## src/hdl/spherical_panorama_ray_direction_macros.svh

```systemverilog
// Assertion macros for the spherical panorama ray direction block.
`ifndef SPHERICAL_PANORAMA_RAY_DIRECTION_MACROS_SVH
`define SPHERICAL_PANORAMA_RAY_DIRECTION_MACROS_SVH

// same-cycle implication
`define SRD_ASSERT_NOW(lbl, ante, cons, msg) \
  lbl: assert property (@(posedge clk) disable iff (!rst_n) (ante) |-> (cons)) \
    else $error(msg);

// next-cycle implication
`define SRD_ASSERT_NEXT(lbl, ante, cons, msg) \
  lbl: assert property (@(posedge clk) disable iff (!rst_n) (ante) |=> (cons)) \
    else $error(msg);

`endif

```

## src/hdl/srd_pkg.sv

```systemverilog
// Shared types, constants and tables for the spherical panorama ray direction block.
`default_nettype none
package srd_pkg;

  localparam int CORDIC_STAGES_DEF = 20;

  localparam int SAMPLE_W = 32;
  localparam int NUM_W    = 57;
  localparam int PRODN_W  = 48;
  localparam int DEN_W    = 37;
  localparam int QM_W     = 25;
  localparam int LAM_W    = 26;
  localparam int ANG_W    = 28;
  localparam int CX_W     = 34;
  localparam int SC_W     = 22;
  localparam int PROD_W   = 23;
  localparam int MUL_W    = 44;
  localparam int SUM_W    = 46;
  localparam int RND_W    = 27;
  localparam int VEC_W    = 21;
  localparam int BASIS_W  = 63;
  localparam int RES_W    = 13;
  localparam int PIX_W    = 24;
  localparam int AMAX_W   = 17;
  localparam int IDX_W    = 3;

  localparam logic [QM_W-1:0]         DEG_360  = 25'd23592960;
  localparam logic signed [ANG_W-1:0] DEG_360S = 28'sd23592960;
  localparam logic signed [ANG_W-1:0] DEG_180  = 28'sd11796480;
  localparam logic signed [ANG_W-1:0] DEG_90   = 28'sd5898240;
  localparam logic signed [CX_W-1:0]  CORDIC_K = 34'sd652032874;

  localparam logic signed [VEC_W-1:0] DIR_MAX = 21'sd1048575;
  localparam logic signed [VEC_W-1:0] DIR_MIN = -21'sd1048576;

  localparam logic [IDX_W-1:0] REG_HRES    = 3'd0;
  localparam logic [IDX_W-1:0] REG_VRES    = 3'd1;
  localparam logic [IDX_W-1:0] REG_PIXEL   = 3'd2;
  localparam logic [IDX_W-1:0] REG_AZM_MAX = 3'd3;
  localparam logic [IDX_W-1:0] REG_POL_MAX = 3'd4;
  localparam logic [IDX_W-1:0] REG_BASIS_U = 3'd5;
  localparam logic [IDX_W-1:0] REG_BASIS_V = 3'd6;
  localparam logic [IDX_W-1:0] REG_BASIS_W = 3'd7;

  localparam logic [RES_W-1:0]   HRES_RST    = 13'd400;
  localparam logic [RES_W-1:0]   VRES_RST    = 13'd400;
  localparam logic [PIX_W-1:0]   PIXEL_RST   = 24'd65536;
  localparam logic [AMAX_W-1:0]  AMAX_RST    = 17'd46080;
  localparam logic [BASIS_W-1:0] BASIS_U_RST = 63'd524288;
  localparam logic [BASIS_W-1:0] BASIS_V_RST = 63'd1099511627776;
  localparam logic [BASIS_W-1:0] BASIS_W_RST = 63'd2305843009213693952;

  // atan(2^-i) in degrees, Q.16
  localparam logic [21:0] ATAN_TAB [32] = '{
    22'd2949120, 22'd1740967, 22'd919879, 22'd466945,
    22'd234379,  22'd117304,  22'd58666,  22'd29335,
    22'd14668,   22'd7334,    22'd3667,   22'd1833,
    22'd917,     22'd458,     22'd229,    22'd115,
    22'd57,      22'd29,      22'd14,     22'd7,
    22'd4,       22'd2,       22'd1,      22'd0,
    22'd0,       22'd0,       22'd0,      22'd0,
    22'd0,       22'd0,       22'd0,      22'd0
  };

  typedef struct packed {
    logic [NUM_W-1:0] num;
    logic [DEN_W-1:0] den;
    logic [DEN_W-1:0] rem;
    logic [QM_W-1:0]  qm;
    logic             neg;
  } div_lane_t;

  typedef struct packed {
    logic signed [CX_W-1:0]  x;
    logic signed [CX_W-1:0]  y;
    logic signed [ANG_W-1:0] z;
    logic                    neg;
  } cordic_lane_t;

endpackage
`default_nettype wire

```

## src/hdl/srd_div_cell.sv

```systemverilog
// One quotient bit of the angle divider, with the quotient kept modulo 360 degrees.
`default_nettype none
module srd_div_cell (
  input  logic              clk,
  input  logic              en,
  input  srd_pkg::div_lane_t lane_i,
  output srd_pkg::div_lane_t lane_o
);

  logic [srd_pkg::DEN_W:0]  trial;
  logic [srd_pkg::DEN_W:0]  diff;
  logic                     fits;
  logic [srd_pkg::QM_W:0]   qm2;
  logic [srd_pkg::QM_W:0]   qm_sub;
  srd_pkg::div_lane_t       lane_nxt;
  srd_pkg::div_lane_t       lane_r;

  always_comb begin
    trial  = {lane_i.rem, lane_i.num[srd_pkg::NUM_W-1]};
    diff   = trial - {1'b0, lane_i.den};
    fits   = (trial >= {1'b0, lane_i.den});
    qm2    = {lane_i.qm, fits};
    qm_sub = qm2 - {1'b0, srd_pkg::DEG_360};
    lane_nxt.num = {lane_i.num[srd_pkg::NUM_W-2:0], 1'b0};
    lane_nxt.den = lane_i.den;
    lane_nxt.rem = fits ? diff[srd_pkg::DEN_W-1:0] : trial[srd_pkg::DEN_W-1:0];
    lane_nxt.qm  = (qm2 >= {1'b0, srd_pkg::DEG_360}) ? qm_sub[srd_pkg::QM_W-1:0]
                                                     : qm2[srd_pkg::QM_W-1:0];
    lane_nxt.neg = lane_i.neg;
  end

  always_ff @(posedge clk) begin
    if (en) begin
      lane_r <= lane_nxt;
    end
  end

  assign lane_o = lane_r;

endmodule
`default_nettype wire

```

## config.mk

```make
export PLATFORM = sky130hd
export DESIGN_NAME = srd_div_cell
export DESIGN_NICKNAME = d
export VERILOG_FILES = /design/src/hdl/spherical_panorama_ray_direction_macros.svh /design/src/hdl/srd_pkg.sv /design/src/hdl/srd_div_cell.sv
export SDC_FILE = /design/constraint.sdc
export NUM_CORES = 1
export LEC_CHECK = 0
export ABC_AREA = 1
export BUFFER_PORTS_ARGS = -buffer_cell sky130_fd_sc_hd__buf_2
export CORE_MARGIN = 1.5
export CORE_UTILIZATION = 45
export CTS_BUF_LIST = sky130_fd_sc_hd__clkbuf_8 sky130_fd_sc_hd__clkbuf_16
export DETAILED_ROUTE_END_ITERATION = 10
export PLACE_DENSITY = 0.8
export REMOVE_ABC_BUFFERS = 1
export SYNTH_ARGS = -nofsm -noshare
export SYNTH_HDL_FRONTEND = slang
export SYNTH_SLANG_ARGS = --single-unit
export TNS_END_PERCENT = 20
```

## constraint.sdc

```tcl
create_clock -name clk -period 2.65 [get_ports clk]
set_input_delay 0.53 -clock clk [delete_from_list [all_inputs] [get_ports clk]]
set_output_delay 0.53 -clock clk [all_outputs]
set_load 0.03 [all_outputs]
```

==> impl_metrics.toml <==
[outcome]
status = "finished clean"

[worst_setup_path]
arrival_ps = 2410
crit_path_start = "lane_i[63]"
crit_type = "in2reg"
worstPathRequired_ps = 2830
critPathLaunchType = "input pin"
end_kind = "flop"
crit_fanout = 4

[place]
post-dp-hpwl_um = 20000
portBuffers = 314
gp_congestion = 0.877

[finish]
fin_util = 0.601
area_delta_synth_final_pct = 31.4
layout_commonest_cell = "nand2_1"
fill_cells = 1649
largest_register_ffs = 156
seq_area_mm2 = 0.00468
layout.nets = 1496
drive_gt1_frac = 0.303
multi_input_area_mm2 = 0.00303
mostFrequentLayoutCells = "319 x nand2_1, 313 x buf_2, 182 x inv_1"

[floorplan]
core-area_mm2 = 0.0186
start_util = 0.457
die_h_um = 140
die-area_mm2 = 0.0197
fp.dieW_um = 140
placementRows = 50
ios = 316

[power]
clock_power_share = 0.339
ir_drop_uv = 428
p_sw_mw = 2.40
combPwrFrac = 0.246
power_per_cell_area_mw_per_mm2 = 663
seqPwrFrac = 0.415
power.static_leakage_nw = 5.75
power.total_mw = 7.40
sw_frac_of_total = 0.324
intPower_mw = 5.00

[clock_tree]
htree_levels = 4
path_clk_slew_ps = 70
clock_path_buffers = 2
hold_buffers = 0
cts_made_buffers = 17
root_buffer = "clkbuf_16"
ctsResizeCount = 0
cts_tree = "done"
cts_sinks = 156
post-cts-setup-buffer-count = 0

[synth]
syn-cell-area_mm2 = 0.00849
syn_inst = 950
synth-seq-area-share = 0.552
ys.flop_type = "edfxtp_1"
synthDistinctLibCells = 36
ys_seq_elements = 156
syn_area_per_cell_um2 = 8.94
yosys_warnings = 0
async_flop_share = 0
synth_edf_count = 156

[job]
maxCapViolCount = 0

[sta]
timing.fmax_mhz = 449
setup_viol_count_final = 0
rsz0062_at_grt = "false"
slew_headroom = 0.667
fin_hold_ws_ps = 270
fin_crit_ps = 2230
fin_tns_setup_ps = 0
period_share = 0.841
worstMarginPinSlew_ps = 500
drv_slew = 0
hold_viol_final = 0

[route]
avgRoutedWirePerCell_um = 16.3
drtAntennaViolNets = 0
first_pass_iters = 5
via_count = 7436
routed_wl_um = 25100
drc_errors = 0
viasPerCell = 4.81
drt_iter0_drc = 395

[grt]
grt_max_degree = 50
grt.total_usage = 0.254
grt_pass1_wl_um = 37900
antenna_found_initial = 4
grt_pass1_vias = 7333
grt_remaining_overflow = 0

[worst_hold_path]
holdCritStartpoint = "lane_i[102]"
min_path_type = "in2reg"
-- per-layer routing --
layer | track usage | part of all wire
met5 | 0 | 0.0013
met4 | 0.101 | 0.033
met3 | 0.0588 | 0.067
met1 | 0.286 | 0.39
met2 | 0.462 | 0.51
-- metrics by stage --
step / area, µm² / cells / setup slack [ps]
floorplan: 8410 / 940 / 132
global placement: 10600 / 1513 / 49.0
detailed placement: 10600 / 1513 / -26.9
CTS: 11200 / 1544 / 444
global route: 11200 / 1546 / 203
finish: 11200 / 1546 / 422
-- area by class of cell --
cell class                      instances  area share
Sequential cell                       156       0.420
Multi-Input combinational cell        599       0.272
Timing Repair Buffer                  339       0.166
Inverter                              185      0.0622
Clock buffer                           17      0.0381
Tap cell                              234      0.0262
Clock inverter                         14      0.0155
Antenna cell                            2    0.000448
-- critical path: stages --
cell,delay (ps)
buf_2,110
ha_1,230
fa_1,420
inv_1,100
nand2_1,70
nand3_2,90
nand2_1,70
nand2_1,130
nand2_1,70
nand2_1,180
nand2_1,140
nand2_1,80
nand2_1,50
nand3_1,80
nand2_1,50
-- kinds of logic (layout without fill, tap and decap cells) --
group | Yosys count | in the layout | synth area share
other | 1 | 3 | 0.000442
buffers and inverters | 195 | 555 | 0.0914
AOI/OAI and AO/OA | 56 | 56 | 0.0401
and+or+nand+nor | 484 | 484 | 0.239
DFF | 156 | 156 | 0.552
xor gates and xnor gates | 19 | 19 | 0.0196
adders and majority gates | 39 | 39 | 0.0583
-- power by group through the flow --
stage | logic (mW) | clock network [mW] | registers [mW]
CTS | 1.82 | 2.56 | 3.07
global route | 1.97 | 2.63 | 3.09
floorplan | 0.645 | 0 | 3.62
global placement | 1.79 | 0 | 3.12
detailed placement | 1.82 | 0 | 3.12
finish | 1.82 | 2.51 | 3.07
-- cell usage after synthesis (3+ instances only) --
cell type | count | area, µm²
nand3_1 | 59 | 295
nor3_1 | 7 | 35.0
a21oi_1 | 23 | 115
nor2_1 | 67 | 251
nand2_1 | 319 | 1200
buf_6 | 3 | 33.8
ha_1 | 38 | 475
xnor2_1 | 3 | 26.3
xor2_1 | 16 | 140
o21ai_2 | 10 | 87.6
nand2_2 | 3 | 18.8
nand3b_1 | 12 | 90.1
o21ai_1 | 7 | 35.0
o21bai_1 | 5 | 37.5
edfxtp_1 | 156 | 4680
nor2_2 | 6 | 37.5
o21ai_0 | 8 | 40.0
nand4_1 | 5 | 31.3
inv_1 | 182 | 683
-- worst paths after layout --
path               endpoint  slack, ps  cells after the start
max    lane_o[46]$_DFFE_PP_        420                     15
min   lane_o[103]$_DFFE_PP_        270                      1
Power figures use the tool's default switching activity.
