==> src/hdl/spherical_panorama_ray_direction_macros.svh <==
// Assertion macros for the spherical panorama ray direction block.
`ifndef SPHERICAL_PANORAMA_RAY_DIRECTION_MACROS_SVH
`define SPHERICAL_PANORAMA_RAY_DIRECTION_MACROS_SVH

// same-cycle implication
`define SRD_ASSERT_NOW(lbl, ante, cons, msg) \
  lbl: assert property (@(posedge clk) disable iff (!rst_n) (ante) |-> (cons)) \
    else $error(msg);

// next-cycle implication
`define SRD_ASSERT_NEXT(lbl, ante, cons, msg) \
  lbl: assert property (@(posedge clk) disable iff (!rst_n) (ante) |=> (cons)) \
    else $error(msg);

`endif

==> src/hdl/srd_pkg.sv <==
// Shared types, constants and tables for the spherical panorama ray direction block.
`default_nettype none
package srd_pkg;

  localparam int CORDIC_STAGES_DEF = 20;

  localparam int SAMPLE_W = 32;
  localparam int NUM_W    = 57;
  localparam int PRODN_W  = 48;
  localparam int DEN_W    = 37;
  localparam int QM_W     = 25;
  localparam int LAM_W    = 26;
  localparam int ANG_W    = 28;
  localparam int CX_W     = 34;
  localparam int SC_W     = 22;
  localparam int PROD_W   = 23;
  localparam int MUL_W    = 44;
  localparam int SUM_W    = 46;
  localparam int RND_W    = 27;
  localparam int VEC_W    = 21;
  localparam int BASIS_W  = 63;
  localparam int RES_W    = 13;
  localparam int PIX_W    = 24;
  localparam int AMAX_W   = 17;
  localparam int IDX_W    = 3;

  localparam logic [QM_W-1:0]         DEG_360  = 25'd23592960;
  localparam logic signed [ANG_W-1:0] DEG_360S = 28'sd23592960;
  localparam logic signed [ANG_W-1:0] DEG_180  = 28'sd11796480;
  localparam logic signed [ANG_W-1:0] DEG_90   = 28'sd5898240;
  localparam logic signed [CX_W-1:0]  CORDIC_K = 34'sd652032874;

  localparam logic signed [VEC_W-1:0] DIR_MAX = 21'sd1048575;
  localparam logic signed [VEC_W-1:0] DIR_MIN = -21'sd1048576;

  localparam logic [IDX_W-1:0] REG_HRES    = 3'd0;
  localparam logic [IDX_W-1:0] REG_VRES    = 3'd1;
  localparam logic [IDX_W-1:0] REG_PIXEL   = 3'd2;
  localparam logic [IDX_W-1:0] REG_AZM_MAX = 3'd3;
  localparam logic [IDX_W-1:0] REG_POL_MAX = 3'd4;
  localparam logic [IDX_W-1:0] REG_BASIS_U = 3'd5;
  localparam logic [IDX_W-1:0] REG_BASIS_V = 3'd6;
  localparam logic [IDX_W-1:0] REG_BASIS_W = 3'd7;

  localparam logic [RES_W-1:0]   HRES_RST    = 13'd400;
  localparam logic [RES_W-1:0]   VRES_RST    = 13'd400;
  localparam logic [PIX_W-1:0]   PIXEL_RST   = 24'd65536;
  localparam logic [AMAX_W-1:0]  AMAX_RST    = 17'd46080;
  localparam logic [BASIS_W-1:0] BASIS_U_RST = 63'd524288;
  localparam logic [BASIS_W-1:0] BASIS_V_RST = 63'd1099511627776;
  localparam logic [BASIS_W-1:0] BASIS_W_RST = 63'd2305843009213693952;

  // atan(2^-i) in degrees, Q.16
  localparam logic [21:0] ATAN_TAB [32] = '{
    22'd2949120, 22'd1740967, 22'd919879, 22'd466945,
    22'd234379,  22'd117304,  22'd58666,  22'd29335,
    22'd14668,   22'd7334,    22'd3667,   22'd1833,
    22'd917,     22'd458,     22'd229,    22'd115,
    22'd57,      22'd29,      22'd14,     22'd7,
    22'd4,       22'd2,       22'd1,      22'd0,
    22'd0,       22'd0,       22'd0,      22'd0,
    22'd0,       22'd0,       22'd0,      22'd0
  };

  typedef struct packed {
    logic [NUM_W-1:0] num;
    logic [DEN_W-1:0] den;
    logic [DEN_W-1:0] rem;
    logic [QM_W-1:0]  qm;
    logic             neg;
  } div_lane_t;

  typedef struct packed {
    logic signed [CX_W-1:0]  x;
    logic signed [CX_W-1:0]  y;
    logic signed [ANG_W-1:0] z;
    logic                    neg;
  } cordic_lane_t;

endpackage
`default_nettype wire

==> src/hdl/srd_cordic_cell.sv <==
// One rotation step of the sine/cosine CORDIC.
`default_nettype none
module srd_cordic_cell #(
  parameter int IDX = 0
) (
  input  logic                  clk,
  input  logic                  en,
  input  srd_pkg::cordic_lane_t lane_i,
  output srd_pkg::cordic_lane_t lane_o
);

  logic signed [srd_pkg::CX_W-1:0]  dx;
  logic signed [srd_pkg::CX_W-1:0]  dy;
  logic signed [srd_pkg::ANG_W-1:0] at;
  srd_pkg::cordic_lane_t            lane_nxt;
  srd_pkg::cordic_lane_t            lane_r;

  always_comb begin
    dx = lane_i.y >>> IDX;
    dy = lane_i.x >>> IDX;
    at = signed'({6'd0, srd_pkg::ATAN_TAB[IDX]});
    lane_nxt.neg = lane_i.neg;
    if (lane_i.z >= 0) begin
      lane_nxt.x = lane_i.x - dx;
      lane_nxt.y = lane_i.y + dy;
      lane_nxt.z = lane_i.z - at;
    end else begin
      lane_nxt.x = lane_i.x + dx;
      lane_nxt.y = lane_i.y - dy;
      lane_nxt.z = lane_i.z + at;
    end
  end

  always_ff @(posedge clk) begin
    if (en) begin
      lane_r <= lane_nxt;
    end
  end

  assign lane_o = lane_r;

endmodule
`default_nettype wire

==> config.mk <==
export PLATFORM = sky130hd
export DESIGN_NAME = srd_cordic_cell
export DESIGN_NICKNAME = d
export VERILOG_FILES = /design/src/hdl/spherical_panorama_ray_direction_macros.svh /design/src/hdl/srd_pkg.sv /design/src/hdl/srd_cordic_cell.sv
export SDC_FILE = /design/constraint.sdc
export NUM_CORES = 1
export LEC_CHECK = 0
export ABC_AREA = 1
export BUFFER_PORTS_ARGS = -buffer_cell sky130_fd_sc_hd__buf_4
export CAP_MARGIN = 20
export CORE_UTILIZATION = 58
export DETAILED_ROUTE_END_ITERATION = 10
export PLACE_DENSITY = 0.83
export SETUP_SLACK_MARGIN = 0.02
export SYNTH_ARGS = -nofsm -noshare
export SYNTH_HDL_FRONTEND = slang
export SYNTH_SLANG_ARGS = --single-unit
==> constraint.sdc <==
create_clock -name clk -period 4.1 [get_ports clk]
set_input_delay 0.615 -clock clk [delete_from_list [all_inputs] [get_ports clk]]
set_output_delay 0.615 -clock clk [all_outputs]
set_load 0.01 [all_outputs]
==> impl_metrics.json <==
{
  "hp-start": "lane_i[0]",
  "grt_antenna_before_repair": 0,
  "route.final.wire_length_um": 36100,
  "first_global_vias": 10551,
  "cts_tree": "yes",
  "timing.slew.headroom_pct": 52.6,
  "detailed_place_hpwl_um": 30000,
  "floorplan.die.height_um": 138,
  "post-synth-top-area-cell": "sky130_fd_sc_hd__edfxtp_1",
  "critical_path_arrival_ns": 3.21,
  "min_period_over_period_pct": 75.5,
  "vias_per_cell": 5.77,
  "yosysSeqAreaShare_pct": 27.0,
  "status": "finished, final reports clean",
  "cts_hold_buf": 0,
  "rows": 49,
  "worst_slew_pin_slew_ns": 0.710,
  "worstPathCellList": "buf_4, inv_1, ha_1, inv_1, nor2_1, nand3_1, nor2_1, nand4_1, nand2_2, inv_2, ha_1, nand3_1, nand2_1, nand2_1, nand2_1, a21oi_1, o21ai_0, nand3_1, nand3_1, nand2_1",
  "gpl.final_weighted_congestion": 1.05,
  "postRouteAntennaNets": 0,
  "critPathLaunchType": "input pin",
  "end_kind": "register",
  "grt_overflow_total": 0,
  "die_area_um2": 19000,
  "pin_count_of_the_biggest_net_entering_global_routing": 65,
  "cts_inserted_buffers": 9,
  "p_leak_nw": 6.33,
  "syn2layout_area_growth_pct": 16.7,
  "drc_markers": 0,
  "finalNetCount": 1970,
  "timing.final.hold_violations": 0,
  "floorplan.initialDensity_pct": 59.3,
  "cellPowerDensity_nw_per_um2": 303,
  "clkSlewWorstSetupHoldPaths_ns": 0.07,
  "number_of_setup_buffers_added_after_cts": 0,
  "largest_register_ffs": 96,
  "post_synth_instance_area_um2": 10700,
  "yosys_warnings": 0,
  "worst_ep_required_time_ns": 4.21,
  "critPathSlowestCell": "sky130_fd_sc_hd__o21ai_0",
  "post_cts_resize_count": 0,
  "async_reset_ff_share_pct": 0,
  "power.ir.vdd_worst_v": 0.000218,
  "cap_viol_max_count": 0,
  "critPathMaxStageDelay_ns": 0.40,
  "postSynthAreaPerCell_um2": 6.73,
  "numClockSinks": 96,
  "wl_per_cell_um": 18.1,
  "critical_path.top_delay_family": "simple AND/OR/NAND/NOR gates",
  "synth_cell_type_count": 40,
  "yosys-top-cells-area": "sky130_fd_sc_hd__edfxtp_1, sky130_fd_sc_hd__nand2_1, sky130_fd_sc_hd__ha_1, sky130_fd_sc_hd__inv_1, sky130_fd_sc_hd__nand3_1",
  "fin_tns_setup_ns": 0,
  "diodes": 0,
  "synth_top_cells_by_count": "sky130_fd_sc_hd__nand2_1, sky130_fd_sc_hd__inv_1, sky130_fd_sc_hd__nand3_1",
  "synthDominantCellAreaShare_pct": 27.0,
  "crit_fanout": 5,
  "cts.root.buffer_cell": "sky130_fd_sc_hd__clkbuf_16",
  "fillCellCount": 1639,
  "timing.critical_path.from": "lane_i[28]",
  "firstDrtPassIters": 6,
  "synth-edff-count": 96,
  "route.vias.total": 11490,
  "placed_cells_incl_taps": 1975,
  "timing.hold.worst.class": "input pin to register",
  "netlist_instances": 1589,
  "dieWidth_um": 138,
  "rsz0062_at_grt": "false",
  "number_of_top_level_pins": 196,
  "critical_path_buffers_and_inverters": 4,
  "worst-setup-path-type": "input pin to register",
  "ys_ff_latch": 96,
  "number_of_standard_cells_in_the_final_layout_excluding_fillers": 1991,
  "placeableCoreArea_um2": 18000,
  "grt_usage_pct": 37.9,
  "yosys_most_used_dff": "sky130_fd_sc_hd__edfxtp_1",
  "maxClockFrequency_ghz": 0.323,
  "final_layout_size_suffix_gt1_share_pct": 14.8,
  "bufs_on_longest_clock_path": 2,
  "htree_num_levels": 3,
  "report.final.setup_viol": 0,
  "post-synth-top-count-cell": "sky130_fd_sc_hd__nand2_1",
  "timing.final.max_slew_violations": 0,
  "grt_first_pass_wirelength_um": 53900,
  "finalWorstPathRequiredPeriod_ns": 3.10,
  "mappedNetlistNets": 1802,
  "io_buffers": 195,
  "drt_iter0_drc": 1170
}
-- cell usage in the layout (no fill, tap or decap), types with 3 or more instances in the layout --
cell type,n
sky130_fd_sc_hd__clkinvlp_4,3
sky130_fd_sc_hd__nor3_2,4
sky130_fd_sc_hd__nand2_2,11
sky130_fd_sc_hd__inv_2,7
sky130_fd_sc_hd__nand3_1,146
sky130_fd_sc_hd__o21ai_0,79
sky130_fd_sc_hd__nand4_1,14
sky130_fd_sc_hd__nand2_1,445
sky130_fd_sc_hd__nor2_2,6
sky130_fd_sc_hd__edfxtp_1,96
sky130_fd_sc_hd__nor2_1,135
sky130_fd_sc_hd__o211ai_1,3
sky130_fd_sc_hd__inv_1,223
sky130_fd_sc_hd__o21ai_2,4
sky130_fd_sc_hd__fa_1,4
sky130_fd_sc_hd__o21bai_1,17
sky130_fd_sc_hd__buf_4,200
sky130_fd_sc_hd__a21o_1,4
sky130_fd_sc_hd__xor2_1,40
sky130_fd_sc_hd__ha_1,110
sky130_fd_sc_hd__o21ai_1,19
sky130_fd_sc_hd__nand3_2,4
sky130_fd_sc_hd__clkbuf_16,9
sky130_fd_sc_hd__o21a_1,3
sky130_fd_sc_hd__a21oi_2,4
sky130_fd_sc_hd__a21oi_1,129
sky130_fd_sc_hd__nor3_1,17
sky130_fd_sc_hd__xnor2_1,4
sky130_fd_sc_hd__a31oi_1,5
-- stage by stage --
step                      setup slack [ns]  power (mW)  util (%)  hold slack [ns]  instance area [um2]
final                                 1.00        3.77      69.2            0.429                12500
after global routing                 0.743        3.96      69.2            0.434                12500
after CTS                             1.08        3.74      69.2            0.433                12500
after detailed placement             0.707        2.89      67.6            0.797                12200
after global placement               0.957        2.85      67.6            0.797                12200
after floorplan                       1.03        2.27         -            0.714                10700
-- cell families (layout without fill, tap and decap cells) --
logic type / count (synthesis) / after routing / synth area share [%]
XOR/XNOR: 44 / 44 / 3.60
flip-flops: 96 / 96 / 27.0
adder cells (fa/ha/maj): 114 / 114 / 13.6
AND/OR/NAND/NOR: 794 / 794 / 31.4
buffers and inverters: 273 / 446 / 10.8
AO/OA/AOI/OAI: 268 / 268 / 13.5
-- where the power goes --
part	switching, mW	total [mW]	internal (mW)
clock	0.430	0.854	0.424
combinational	1.04	1.62	0.581
sequential	0.0425	1.29	1.25
total	1.52	3.77	2.26
-- metal layers --
layer  wire, um  vias to the layer above  global-route usage (%)
met5          0                        -                       0
met2      16200                      659                    61.9
met4       1070                        0                    12.4
met3       3860                       66                    6.99
li1           -                     5500                       -
met1      15000                     5265                    50.1
-- area by class of cell --
class                      count  area (um2)  share of cell area, %
multi-input combinational   1220        6650                   53.3
sequential                    96        2880                   23.1
timing repair buffer         200        1500                   12.0
inverter                     230         863                   6.92
tap                          229         287                   2.30
clock buffer                   9         225                   1.81
clock inverter                 7        62.6                  0.502
-- worst paths after layout --
kind,end,slack [ns],depth (start not counted)
worst max-delay path,lane_o[26]$_DFFE_PP_,1.00,20
worst min-delay path,lane_o[0]$_DFFE_PP_,0.43,1
No activity file was read; power rests on OpenSTA's default activity.
